## config.mk

```make
export PLATFORM = sky130hd
export DESIGN_NAME = discrete_pid_controller
export DESIGN_NICKNAME = d
export VERILOG_FILES = /design/src/rtl/core/pid_pkg.sv /design/src/rtl/core/pid_ctrl.sv /design/src/rtl/core/pid_dpath.sv /design/src/rtl/core/discrete_pid_controller.sv
export SDC_FILE = /design/constraint.sdc
export NUM_CORES = 2
export LEC_CHECK = 0
export ABC_AREA = 1
export BUFFER_PORTS_ARGS = -buffer_cell sky130_fd_sc_hd__buf_2
export CORE_MARGIN = 1.5
export CORE_UTILIZATION = 40
export DETAILED_ROUTE_END_ITERATION = 10
export MAX_ROUTING_LAYER = met4
export SLEW_MARGIN = 40
export SYNTH_ARGS = -nofsm -noshare
export SYNTH_HDL_FRONTEND = slang
export SYNTH_SLANG_ARGS = --single-unit
export TNS_END_PERCENT = 30
```

## constraint.sdc

```tcl
create_clock -name clk_i -period 11.3 [get_ports clk_i]
set_input_delay 1.13 -clock clk_i [delete_from_list [all_inputs] [get_ports clk_i]]
set_output_delay 1.13 -clock clk_i [all_outputs]
set_load 0.005 [all_outputs]
```

## src/rtl/core/pid_pkg.sv

```systemverilog
// shared types and constants of the discrete pid controller
// command and status structs between controller and datapath; no dependencies
`default_nettype none

package pid_pkg;

  // fixed point format
  localparam int ERR_W     = 16;
  localparam int FRAC_BITS = 8;
  localparam int ACC_W     = 48;
  localparam int TERM_W    = 32;
  localparam int CFG_W     = 16;
  localparam int CFG_IDX_W = 2;

  // divider: quotient bits retired per cycle
  localparam int DIV_STEP  = 4;
  localparam int DIV_ITERS = ACC_W / DIV_STEP;
  localparam int DIV_CNT_W = $clog2(DIV_ITERS);

  typedef enum logic [1:0] {
    MODE_SAMPLE = 2'd0,
    MODE_CLEAR  = 2'd1,
    MODE_OUTER  = 2'd2,
    MODE_INNER  = 2'd3
  } pid_mode_e;

  typedef enum logic [CFG_IDX_W-1:0] {
    CFG_GAIN = 2'd0,
    CFG_TI   = 2'd1,
    CFG_TD   = 2'd2
  } pid_cfg_e;

  typedef enum logic [4:0] {
    OP_NONE,
    OP_LOAD,
    OP_P,
    OP_D,
    OP_ACC_E,
    OP_ACC_Q,
    OP_I_DIV,
    OP_I_SUM,
    OP_I_ZERO,
    OP_SUM_DIV,
    OP_SUM_MUL,
    OP_DIV_INIT,
    OP_DIV_STEP,
    OP_MUL_LO,
    OP_MUL_HI,
    OP_CLEAR,
    OP_SET_MODE,
    OP_OUT
  } pid_op_e;

  typedef struct packed {
    pid_op_e op;
    logic    use_err;
    logic    target_inner;
  } pid_cmd_t;

  typedef struct packed {
    logic ti_zero;
    logic inner_mode;
  } pid_stat_t;

endpackage

`default_nettype wire

```

## src/rtl/core/pid_ctrl.sv

```systemverilog
// sequencer of the discrete pid controller: request handshakes and datapath commands
// depends on pid_pkg
`default_nettype none

module pid_ctrl
  import pid_pkg::*;
(
  input  wire logic                 clk_i,
  input  wire logic                 rst_ni,
  input  wire logic                 in_valid_i,
  output logic                      in_ready_o,
  input  wire logic [1:0]           in_mode_i,
  output logic                      out_valid_o,
  input  wire logic                 out_ready_i,
  input  wire pid_stat_t            stat_i,
  output pid_cmd_t                  cmd_o
);

  localparam logic [3:0] ST_IDLE = 4'd0;
  localparam logic [3:0] ST_P    = 4'd1;
  localparam logic [3:0] ST_D    = 4'd2;
  localparam logic [3:0] ST_ACC  = 4'd3;
  localparam logic [3:0] ST_IZ   = 4'd4;
  localparam logic [3:0] ST_DIVI = 4'd5;
  localparam logic [3:0] ST_DIVS = 4'd6;
  localparam logic [3:0] ST_IFIN = 4'd7;
  localparam logic [3:0] ST_ISUM = 4'd8;
  localparam logic [3:0] ST_MLO  = 4'd9;
  localparam logic [3:0] ST_MHI  = 4'd10;
  localparam logic [3:0] ST_MFIN = 4'd11;
  localparam logic [3:0] ST_MODE = 4'd12;
  localparam logic [3:0] ST_CLR  = 4'd13;
  localparam logic [3:0] ST_OUT  = 4'd14;

  localparam logic [DIV_CNT_W-1:0] CNT_LAST = DIV_CNT_W'(DIV_ITERS - 1);

  logic [3:0]           state_q, state_d;
  logic [DIV_CNT_W-1:0] cnt_q, cnt_d;
  pid_mode_e            mode_q, mode_d;
  logic                 out_valid_q, out_valid_d;
  pid_mode_e            in_mode;
  logic                 want_inner;

  assign in_mode    = pid_mode_e'(in_mode_i);
  assign want_inner = (in_mode == MODE_INNER);

  always_comb begin
    state_d            = state_q;
    cnt_d              = cnt_q;
    mode_d             = mode_q;
    cmd_o.op           = OP_NONE;
    cmd_o.use_err      = (mode_q == MODE_SAMPLE) && stat_i.inner_mode;
    cmd_o.target_inner = (mode_q == MODE_INNER);
    unique case (state_q)
      ST_IDLE: begin
        if (in_valid_i) begin
          cmd_o.op = OP_LOAD;
          mode_d   = in_mode;
          unique case (in_mode)
            MODE_SAMPLE: state_d = ST_P;
            MODE_CLEAR:  state_d = ST_CLR;
            MODE_OUTER, MODE_INNER: begin
              priority if (want_inner == stat_i.inner_mode) begin
                state_d = ST_OUT;
              end else if (stat_i.ti_zero) begin
                state_d = ST_MODE;
              end else if (want_inner) begin
                state_d = ST_DIVI;
              end else begin
                state_d = ST_MLO;
              end
            end
          endcase
        end
      end
      ST_P: begin
        cmd_o.op = OP_P;
        state_d  = ST_D;
      end
      ST_D: begin
        cmd_o.op = OP_D;
        priority if (stat_i.ti_zero) begin
          state_d = ST_IZ;
        end else if (stat_i.inner_mode) begin
          state_d = ST_DIVI;
        end else begin
          state_d = ST_ACC;
        end
      end
      ST_ACC: begin
        cmd_o.op = OP_ACC_E;
        state_d  = ST_DIVI;
      end
      ST_IZ: begin
        cmd_o.op = OP_I_ZERO;
        state_d  = ST_OUT;
      end
      ST_DIVI: begin
        cmd_o.op = OP_DIV_INIT;
        cnt_d    = '0;
        state_d  = ST_DIVS;
      end
      ST_DIVS: begin
        cmd_o.op = OP_DIV_STEP;
        cnt_d    = cnt_q + DIV_CNT_W'(1);
        if (cnt_q == CNT_LAST) begin
          state_d = ST_IFIN;
        end
      end
      ST_IFIN: begin
        priority if (mode_q != MODE_SAMPLE) begin
          cmd_o.op = OP_SUM_DIV;
          state_d  = ST_MODE;
        end else if (stat_i.inner_mode) begin
          cmd_o.op = OP_ACC_Q;
          state_d  = ST_ISUM;
        end else begin
          cmd_o.op = OP_I_DIV;
          state_d  = ST_OUT;
        end
      end
      ST_ISUM: begin
        cmd_o.op = OP_I_SUM;
        state_d  = ST_OUT;
      end
      ST_MLO: begin
        cmd_o.op = OP_MUL_LO;
        state_d  = ST_MHI;
      end
      ST_MHI: begin
        cmd_o.op = OP_MUL_HI;
        state_d  = ST_MFIN;
      end
      ST_MFIN: begin
        cmd_o.op = OP_SUM_MUL;
        state_d  = ST_MODE;
      end
      ST_MODE: begin
        cmd_o.op = OP_SET_MODE;
        state_d  = ST_OUT;
      end
      ST_CLR: begin
        cmd_o.op = OP_CLEAR;
        state_d  = ST_OUT;
      end
      ST_OUT: begin
        if (!out_valid_q || out_ready_i) begin
          cmd_o.op = OP_OUT;
          state_d  = ST_IDLE;
        end
      end
      default: state_d = ST_IDLE;
    endcase
  end

  always_comb begin
    out_valid_d = out_valid_q;
    priority if (cmd_o.op == OP_OUT) begin
      out_valid_d = 1'b1;
    end else if (out_ready_i) begin
      out_valid_d = 1'b0;
    end
  end

  always_ff @(posedge clk_i or negedge rst_ni) begin
    if (!rst_ni) begin
      state_q     <= ST_IDLE;
      cnt_q       <= '0;
      mode_q      <= MODE_SAMPLE;
      out_valid_q <= 1'b0;
    end else begin
      state_q     <= state_d;
      cnt_q       <= cnt_d;
      mode_q      <= mode_d;
      out_valid_q <= out_valid_d;
    end
  end

  assign in_ready_o  = (state_q == ST_IDLE);
  assign out_valid_o = out_valid_q;

  // result register is only overwritten once its request is gone
  a_out_no_overwrite: assert property (@(posedge clk_i) disable iff (!rst_ni)
    (cmd_o.op == OP_OUT) |-> (!out_valid_q || out_ready_i))
    else $error("result overwritten while still pending");

  // an accepted request always starts work
  a_accept_starts: assert property (@(posedge clk_i) disable iff (!rst_ni)
    (in_valid_i && in_ready_o) |=> (state_q != ST_IDLE))
    else $error("accepted request left the sequencer idle");

  // divider runs a fixed number of iterations
  a_div_length: assert property (@(posedge clk_i) disable iff (!rst_ni)
    (state_q == ST_DIVI) |-> ##(DIV_ITERS + 1) (state_q == ST_IFIN))
    else $error("divider iteration count wrong");

  // a result appears only from the output state
  a_valid_source: assert property (@(posedge clk_i) disable iff (!rst_ni)
    $rose(out_valid_q) |-> $past(state_q == ST_OUT))
    else $error("result valid raised outside the output state");

endmodule

`default_nettype wire

```

## src/rtl/core/pid_dpath.sv

```systemverilog
// datapath of the discrete pid controller: registers, shared multiplier, radix-16 divider
// depends on pid_pkg; driven by commands from pid_ctrl
`default_nettype none

module pid_dpath
  import pid_pkg::*;
(
  input  wire logic                     clk_i,
  input  wire logic                     rst_ni,
  input  wire logic                     cfg_we_i,
  input  wire logic [CFG_IDX_W-1:0]     cfg_index_i,
  input  wire logic [CFG_W-1:0]         cfg_data_i,
  input  wire logic signed [ERR_W-1:0]  error_value_i,
  input  wire pid_cmd_t                 cmd_i,
  output pid_stat_t                     stat_o,
  output logic signed [TERM_W-1:0]      drive_o,
  output logic signed [TERM_W-1:0]      p_term_o,
  output logic signed [TERM_W-1:0]      i_term_o,
  output logic signed [TERM_W-1:0]      d_term_o
);

  localparam int HALF_W     = ACC_W / 2;
  localparam int MUL_A_W    = HALF_W + 1;
  localparam int MUL_B_W    = CFG_W + 1;
  localparam int MUL_P_W    = MUL_A_W + MUL_B_W;
  localparam int PART_W     = HALF_W + CFG_W;
  localparam int PROD_W     = ACC_W + CFG_W;
  localparam int DIVIDEND_W = ACC_W + FRAC_BITS;

  localparam logic signed [ACC_W-1:0]  ACC_MAX  = {1'b0, {(ACC_W-1){1'b1}}};
  localparam logic signed [ACC_W-1:0]  ACC_MIN  = {1'b1, {(ACC_W-1){1'b0}}};
  localparam logic signed [TERM_W-1:0] TERM_MAX = {1'b0, {(TERM_W-1){1'b1}}};
  localparam logic signed [TERM_W-1:0] TERM_MIN = {1'b1, {(TERM_W-1){1'b0}}};
  localparam logic [CFG_W-1:0]         GAIN_RST = CFG_W'(1 << FRAC_BITS);

  // trunc(x / 2^FRAC_BITS) toward zero
  function automatic logic signed [TERM_W-1:0] rescale(input logic signed [MUL_P_W-1:0] x);
    logic signed [MUL_P_W-1:0] t;
    t = x + (x[MUL_P_W-1] ? {{(MUL_P_W-FRAC_BITS){1'b0}}, {FRAC_BITS{1'b1}}} : '0);
    return t[FRAC_BITS +: TERM_W];
  endfunction

  // sign and magnitude to accumulator range, saturating
  function automatic logic signed [ACC_W-1:0] mag_to_acc(input logic neg,
                                                      input logic [DIVIDEND_W-1:0] m);
    logic [ACC_W-1:0] t;
    t = ~m[ACC_W-1:0] + ACC_W'(1);
    if (!neg) begin
      return (|m[DIVIDEND_W-1:ACC_W-1]) ? ACC_MAX : m[ACC_W-1:0];
    end else if ((|m[DIVIDEND_W-1:ACC_W]) || (m[ACC_W-1] && (|m[ACC_W-2:0]))) begin
      return ACC_MIN;
    end else begin
      return t;
    end
  endfunction

  // sign and magnitude to term range, saturating
  function automatic logic signed [TERM_W-1:0] mag_to_term(input logic neg,
                                                        input logic [DIVIDEND_W-1:0] m);
    logic [TERM_W-1:0] t;
    t = ~m[TERM_W-1:0] + TERM_W'(1);
    if (!neg) begin
      return (|m[DIVIDEND_W-1:TERM_W-1]) ? TERM_MAX : m[TERM_W-1:0];
    end else if ((|m[DIVIDEND_W-1:TERM_W]) || (m[TERM_W-1] && (|m[TERM_W-2:0]))) begin
      return TERM_MIN;
    end else begin
      return t;
    end
  endfunction

  function automatic logic signed [ACC_W-1:0] acc_add(input logic signed [ACC_W-1:0] a,
                                                   input logic signed [ACC_W-1:0] b);
    logic signed [ACC_W:0] s;
    s = {a[ACC_W-1], a} + {b[ACC_W-1], b};
    if (s[ACC_W] != s[ACC_W-1]) begin
      return s[ACC_W] ? ACC_MIN : ACC_MAX;
    end
    return s[ACC_W-1:0];
  endfunction

  function automatic logic signed [TERM_W-1:0] acc_to_term(input logic signed [ACC_W-1:0] x);
    if ((&x[ACC_W-1:TERM_W-1]) || !(|x[ACC_W-1:TERM_W-1])) begin
      return x[TERM_W-1:0];
    end
    return x[ACC_W-1] ? TERM_MIN : TERM_MAX;
  endfunction

  // configuration and controller state
  logic [CFG_W-1:0]         gain_q, ti_q, td_q;
  logic signed [ACC_W-1:0]  sum_q;
  logic signed [ERR_W-1:0]  prev_q;
  logic                     inner_q;
  logic signed [TERM_W-1:0] last_p_q, last_i_q, last_d_q;

  // working registers
  logic signed [ERR_W-1:0]  err_q;
  logic [ACC_W-1:0]         div_q;
  logic [CFG_W-1:0]         rem_q;
  logic                     neg_q, ovf_q;
  logic [PART_W-1:0]        mul_lo_q, mul_hi_q;
  logic signed [TERM_W-1:0] drive_q, p_out_q, i_out_q, d_out_q;

  logic [ACC_W-1:0]          sum_u, sum_mag;
  logic [ERR_W-1:0]          err_u, err_mag;
  logic signed [ERR_W:0]     diff;
  logic signed [MUL_A_W-1:0] mul_a;
  logic signed [MUL_B_W-1:0] mul_b;
  logic signed [MUL_P_W-1:0] prod;
  logic [ACC_W-1:0]          div_a;
  logic [FRAC_BITS-1:0]      div_head;
  logic [ACC_W-1:0]          div_q_nx;
  logic [CFG_W-1:0]          rem_nx;
  logic [DIVIDEND_W-1:0]     div_m;
  logic [PROD_W-1:0]         mul_total;
  logic [DIVIDEND_W-1:0]     mul_m;
  logic signed [ACC_W-1:0]   div_acc;
  logic signed [TERM_W+1:0]  drive_sum;
  logic signed [TERM_W-1:0]  drive_sat;

  assign sum_u   = sum_q;
  assign sum_mag = sum_q[ACC_W-1] ? (~sum_u + ACC_W'(1)) : sum_u;
  assign err_u   = err_q;
  assign err_mag = err_q[ERR_W-1] ? (~err_u + ERR_W'(1)) : err_u;
  assign diff    = {err_q[ERR_W-1], err_q} - {prev_q[ERR_W-1], prev_q};

  // shared multiplier
  always_comb begin
    mul_a = '0;
    mul_b = '0;
    unique case (cmd_i.op)
      OP_P: begin
        mul_a = {{(MUL_A_W-ERR_W){err_q[ERR_W-1]}}, err_q};
        mul_b = {1'b0, gain_q};
      end
      OP_D: begin
        mul_a = {{(MUL_A_W-ERR_W-1){diff[ERR_W]}}, diff};
        mul_b = {1'b0, td_q};
      end
      OP_MUL_LO: begin
        mul_a = {1'b0, sum_mag[HALF_W-1:0]};
        mul_b = {1'b0, ti_q};
      end
      OP_MUL_HI: begin
        mul_a = {1'b0, sum_mag[ACC_W-1:HALF_W]};
        mul_b = {1'b0, ti_q};
      end
      default: begin
        mul_a = '0;
        mul_b = '0;
      end
    endcase
  end

  assign prod = mul_a * mul_b;

  // divider setup and one radix step
  assign div_a    = cmd_i.use_err ? {{(ACC_W-ERR_W){1'b0}}, err_mag} : sum_mag;
  assign div_head = div_a[ACC_W-1 -: FRAC_BITS];

  always_comb begin
    logic [CFG_W:0] trial;
    div_q_nx = div_q;
    rem_nx   = rem_q;
    trial    = '0;
    for (int i = 0; i < DIV_STEP; i++) begin
      trial    = {rem_nx, div_q_nx[ACC_W-1]};
      div_q_nx = {div_q_nx[ACC_W-2:0], 1'b0};
      if (trial >= {1'b0, ti_q}) begin
        rem_nx      = CFG_W'(trial - {1'b0, ti_q});
        div_q_nx[0] = 1'b1;
      end else begin
        rem_nx = trial[CFG_W-1:0];
      end
    end
  end

  assign div_m     = ovf_q ? {DIVIDEND_W{1'b1}} : {{FRAC_BITS{1'b0}}, div_q};
  assign div_acc   = mag_to_acc(neg_q, div_m);
  assign mul_total = {mul_hi_q, {HALF_W{1'b0}}} + {{(PROD_W-PART_W){1'b0}}, mul_lo_q};
  assign mul_m     = mul_total[PROD_W-1:FRAC_BITS];

  assign drive_sum = {{2{last_p_q[TERM_W-1]}}, last_p_q}
                   + {{2{last_i_q[TERM_W-1]}}, last_i_q}
                   + {{2{last_d_q[TERM_W-1]}}, last_d_q};
  assign drive_sat = ((&drive_sum[TERM_W+1:TERM_W-1]) || !(|drive_sum[TERM_W+1:TERM_W-1]))
                   ? drive_sum[TERM_W-1:0]
                   : (drive_sum[TERM_W+1] ? TERM_MIN : TERM_MAX);

  // controller state and configuration
  always_ff @(posedge clk_i or negedge rst_ni) begin
    if (!rst_ni) begin
      gain_q   <= GAIN_RST;
      ti_q     <= '0;
      td_q     <= '0;
      sum_q    <= '0;
      prev_q   <= '0;
      inner_q  <= 1'b0;
      last_p_q <= '0;
      last_i_q <= '0;
      last_d_q <= '0;
    end else begin
      if (cfg_we_i) begin
        case (pid_cfg_e'(cfg_index_i))
          CFG_GAIN: gain_q <= cfg_data_i;
          CFG_TI:   ti_q   <= cfg_data_i;
          CFG_TD:   td_q   <= cfg_data_i;
          default:  ;
        endcase
      end
      unique case (cmd_i.op)
        OP_P:       last_p_q <= rescale(prod);
        OP_D: begin
          last_d_q <= rescale(prod);
          prev_q   <= err_q;
        end
        OP_ACC_E:   sum_q    <= acc_add(sum_q, {{(ACC_W-ERR_W){err_q[ERR_W-1]}}, err_q});
        OP_ACC_Q:   sum_q    <= acc_add(sum_q, div_acc);
        OP_I_DIV:   last_i_q <= mag_to_term(neg_q, div_m);
        OP_I_SUM:   last_i_q <= acc_to_term(sum_q);
        OP_I_ZERO:  last_i_q <= '0;
        OP_SUM_DIV: sum_q    <= div_acc;
        OP_SUM_MUL: sum_q    <= mag_to_acc(sum_q[ACC_W-1], mul_m);
        OP_CLEAR: begin
          sum_q    <= '0;
          prev_q   <= '0;
          last_i_q <= '0;
        end
        OP_SET_MODE: inner_q <= cmd_i.target_inner;
        default: ;
      endcase
    end
  end

  // working and result registers
  always_ff @(posedge clk_i) begin
    unique case (cmd_i.op)
      OP_LOAD: err_q <= error_value_i;
      OP_DIV_INIT: begin
        div_q <= {div_a[ACC_W-FRAC_BITS-1:0], {FRAC_BITS{1'b0}}};
        rem_q <= {{(CFG_W-FRAC_BITS){1'b0}}, div_head};
        ovf_q <= ({{(CFG_W-FRAC_BITS){1'b0}}, div_head} >= ti_q);
        neg_q <= cmd_i.use_err ? err_q[ERR_W-1] : sum_q[ACC_W-1];
      end
      OP_DIV_STEP: begin
        div_q <= div_q_nx;
        rem_q <= rem_nx;
      end
      OP_MUL_LO: mul_lo_q <= prod[PART_W-1:0];
      OP_MUL_HI: mul_hi_q <= prod[PART_W-1:0];
      OP_OUT: begin
        drive_q <= drive_sat;
        p_out_q <= last_p_q;
        i_out_q <= last_i_q;
        d_out_q <= last_d_q;
      end
      default: ;
    endcase
  end

  assign stat_o.ti_zero    = (ti_q == '0);
  assign stat_o.inner_mode = inner_q;

  assign drive_o  = drive_q;
  assign p_term_o = p_out_q;
  assign i_term_o = i_out_q;
  assign d_term_o = d_out_q;

endmodule

`default_nettype wire

```

## src/rtl/core/discrete_pid_controller.sv

```systemverilog
// top level of the discrete pid controller: sequencer plus datapath
// depends on pid_pkg, pid_ctrl and pid_dpath
// work per request: a sample forms the p and d terms and the integral, the integral through the
//   divider unless ti is zero; clear zeroes the integral and previous error; a mode switch divides
//   (to inner) or multiplies (to outer) the integral by ti, unless the mode is unchanged or ti is zero
// one request in flight; next request accepted the cycle after its result is registered;
//   the radix-16 divider is the longest step of a full sample
// reset: asynchronous active low; gain 1.0, ti and td zero, integral, previous error, outer mode
//   and last terms cleared; no result pending
`default_nettype none

module discrete_pid_controller
  import pid_pkg::*;
(
  input  wire logic                     clk_i,
  input  wire logic                     rst_ni,
  // configuration write port
  input  wire logic                     cfg_we_i,
  input  wire logic [CFG_IDX_W-1:0]     cfg_index_i,
  input  wire logic [CFG_W-1:0]         cfg_data_i,
  // request channel
  input  wire logic                     in_valid_i,
  output logic                          in_ready_o,
  input  wire logic [1:0]               mode_i,
  input  wire logic signed [ERR_W-1:0]  error_value_i,
  // result channel
  output logic                          out_valid_o,
  input  wire logic                     out_ready_i,
  output logic signed [TERM_W-1:0]      drive_o,
  output logic signed [TERM_W-1:0]      p_term_o,
  output logic signed [TERM_W-1:0]      i_term_o,
  output logic signed [TERM_W-1:0]      d_term_o
);

  // command and status between sequencer and datapath
  pid_cmd_t  cmd;
  pid_stat_t stat;

  // sequencer: walks each request through the multiply, accumulate, divide or clear steps its mode needs
  pid_ctrl u_ctrl (
    .clk_i       (clk_i),
    .rst_ni      (rst_ni),
    .in_valid_i  (in_valid_i),
    .in_ready_o  (in_ready_o),
    .in_mode_i   (mode_i),
    .out_valid_o (out_valid_o),
    .out_ready_i (out_ready_i),
    .stat_i      (stat),
    .cmd_o       (cmd)
  );

  // datapath: config, integral state, shared multiplier, divider, result register
  pid_dpath u_dpath (
    .clk_i         (clk_i),
    .rst_ni        (rst_ni),
    .cfg_we_i      (cfg_we_i),
    .cfg_index_i   (cfg_index_i),
    .cfg_data_i    (cfg_data_i),
    .error_value_i (error_value_i),
    .cmd_i         (cmd),
    .stat_o        (stat),
    .drive_o       (drive_o),
    .p_term_o      (p_term_o),
    .i_term_o      (i_term_o),
    .d_term_o      (d_term_o)
  );

endmodule

`default_nettype wire

```

==> flow_metrics.env <==
export IMPL_outcome="finished clean"
export IMPL_clk_pin_slew_worst_paths_ps=80
export IMPL_yosys_most_used_dff="edfxtp_1"
export IMPL_cts_max_level=3
export IMPL_ys_top_cells_by_count="2424 x nand2_1, 1403 x inv_1, 899 x nor2_1"
export IMPL_cp_arrival_ps=10950
export IMPL_cp_startpoint="u_dpath.err_q[0]$_DFFE_PN_"
export IMPL_cts_tree="done"
export IMPL_rows=142
export IMPL_io_buffers=170
export IMPL_fin_skew_ps=39.9
export IMPL_clk_latency_ps=710
export IMPL_min_path_type="input pin to asynchronous set/reset pin"
export IMPL_synth_area_leaders="nand2_1 15%, edfxtp_1 14%, fa_1 13%"
export IMPL_fillCellCount=15700
export IMPL_reg2reg_depth=50
export IMPL_synthArstFlopShare_pct=43.8
export IMPL_grt_pass1_vias=58100
export IMPL_hold_viol_final=0
export IMPL_synth_cell_area_um2=60300
export IMPL_clockRootBuffer="clkbuf_16"
export IMPL_synth_top_area_share_pct=15.1
export IMPL_numCtsBuffers=66
export IMPL_start_kind="register"
export IMPL_grt_overflow=0
export IMPL_worstMarginPinSlew_ps=932
export IMPL_synthesis_instances=8695
export IMPL_hpwlAfterDp_um=222000
export IMPL_ys_warn_count=0
export IMPL_crit_type="register to register"
export IMPL_synth_seq_cells=502
export IMPL_io_pin_count=171
export IMPL_drv_slew=0
export IMPL_path_delay_family="adder cells"
export IMPL_drtIter0Drc=6439
export IMPL_grtUsageTotal_pct=35.9
export IMPL_die_h_um=391
export IMPL_antenna_found_initial=10
export IMPL_yosysMostFrequentCell="nand2_1"
export IMPL_max_stage_delay_ps=900
export IMPL_met3_length_um=25300
export IMPL_worst_path_most_repeated_cell="nand2_1"
export IMPL_reg2reg_from="u_dpath.err_q[0]$_DFFE_PN_"
export IMPL_cap_violations=0
export IMPL_viasPerCell=5.57
export IMPL_critPathSlowestCell="fa_1"
export IMPL_fin_crit_sh_pct=91.7
export IMPL_finalWeightedCongestion=1.07
export IMPL_cts_resized=0
export IMPL_whs_ps=360
export IMPL_relSlewSlack_pct=37.2
export IMPL_rsz0062_at_grt="no"
export IMPL_initial_core_util_pct=40.3
export IMPL_drive_gt1_share_pct=6.60
export IMPL_grt_pass1_wl_um=393000
export IMPL_ys_seq_area_share_pct=23.2
export IMPL_area_growth_synth_to_final_pct=9.82
export IMPL_fin_crit_ps=10360
export IMPL_firstDrtPassIters=6
export IMPL_dieArea_um2=153000
export IMPL_ctsHoldBuffers=0
export IMPL_r2r_slack_ps=940
export IMPL_synth_top_area_cell="nand2_1"
export IMPL_clock_path_buffers=3
export IMPL_routedWlPerCell_um=24.7
export IMPL_drt_total_wl_um=269000
export IMPL_worstPathRequired_ps=11890
export IMPL_drc=0
export IMPL_dr_wl_met2_um=115000
export IMPL_clock_sinks=502
export IMPL_r2r_end="u_dpath.last_d_q[25]$_DFFE_PN0N_"
export IMPL_synth_edf_count=282
export IMPL_postRouteAntennaNets=0
export IMPL_nets=9669
export IMPL_path_buf_inv=9
export IMPL_max_freq_ghz=0.0965
export IMPL_fp_dieW_um=391
export IMPL_tns_ps=0
export IMPL_met1_length_um=117000
export IMPL_cts_setup_buffers=0
export IMPL_final_core_util_pct=44.2
export IMPL_ys_types=80
export IMPL_grt_max_degree=71
export IMPL_avgSynthCellArea_um2=6.94
export IMPL_endpoint_kind="register"
export IMPL_crit_fanout=16
export IMPL_num_vias=60800
export IMPL_synth_nets=9512
export IMPL_setup_violations=0
export IMPL_core_um2=150000
export IMPL_top_layer_used="met4"
-- layout make-up --
cell class	count	area, um^2	area share, %
multi-input cells	6534	40200	60.6
flip-flops and latches	502	14000	21.1
inverters	1427	5360	8.09
well taps	2016	2520	3.81
repair buffers	321	2020	3.05
clock buffers	86	1800	2.72
clock inverters	36	399	0.603
diodes	2	5.00	0.00756
-- cells by family (layout without fill, tap and decap cells) --
| group | Yosys count | in the layout | share of synthesized area, % |
|---|---|---|---|
| AO/OA/AOI/OAI | 1227 | 1227 | 11.4 |
| AND/OR/NAND/NOR | 4208 | 4208 | 29.0 |
| flip-flops | 502 | 502 | 23.2 |
| XOR/XNOR | 323 | 323 | 4.70 |
| buffers and inverters | 1659 | 1870 | 10.6 |
| adder cells (fa/ha/maj) | 776 | 776 | 21.1 |
| other | 0 | 2 | 0 |
-- registers in the layout, summed over array words and instances (netlist names), 32 cells and up --
register / cells
u_dpath.last_p_q: 32
u_dpath.mul_hi_q: 40
u_dpath.div_q: 48
u_dpath.drive_o: 32
u_dpath.i_term_o: 32
u_dpath.last_d_q: 32
u_dpath.d_term_o: 32
u_dpath.sum_q: 48
u_dpath.last_i_q: 32
u_dpath.p_term_o: 32
u_dpath.mul_lo_q: 32
-- cell usage in the layout, fill, tap and decap left out, types with 43 or more instances in the layout --
master,count
nor2_1,891
xor2_1,227
nor2_2,43
inv_1,1396
nor3_1,90
buf_2,169
nand2_1,2419
nand3_1,503
ha_1,375
a21oi_1,413
clkbuf_16,68
edfxtp_1,282
a31oi_1,64
dfrtp_1,218
o21ai_0,477
xnor2_1,94
fa_1,401
buf_4,147
nand4_1,105
-- metal layers --
metal | GRT usage [%] | up-vias
met5 | - | -
met4 | 14.2 | 0
met3 | 6.93 | 513
met2 | 53.1 | 2879
met1 | 48.2 | 29300
li1 | - | 28100
-- how the worst max path moves through the flow --
stage,endpoint,slack (ps),cells past startpoint
floorplan,u_dpath.last_d_q[25]$_DFFE_PN0N_,2280,51
global placement,u_dpath.last_d_q[25]$_DFFE_PN0N_,1110,49
detailed placement,u_dpath.last_d_q[25]$_DFFE_PN0N_,1070,49
CTS,u_dpath.last_d_q[25]$_DFFE_PN0N_,1050,49
global route,u_dpath.last_d_q[18]$_DFFE_PN0N_,180,47
finish,u_dpath.last_d_q[25]$_DFFE_PN0N_,940,50
-- worst register-to-register path, delay by kind of cell (launching register included) --
| family | cells | cell delay, ps |
|---|---|---|
| AOI/OAI and AO/OA | 6 | 990 |
| adders and majority gates | 10 | 4910 |
| buffers and inverters | 9 | 1010 |
| DFF | 1 | 450 |
| and+or+nand+nor | 25 | 2910 |
-- through the flow --
stage	instances	cell area, um^2	setup WS [ps]
6_report	10900	66200	937
5_1_grt	10900	66200	179
4_1_cts	10900	66200	1050
3_5_place_dp	10800	64000	1070
3_3_place_gp	10800	63900	1110
2_1_floorplan	8695	60300	2280
Power is left out: the tool's default activity adds up to more than one toggle a clock period on the data nets, which glitch-free logic cannot reach.
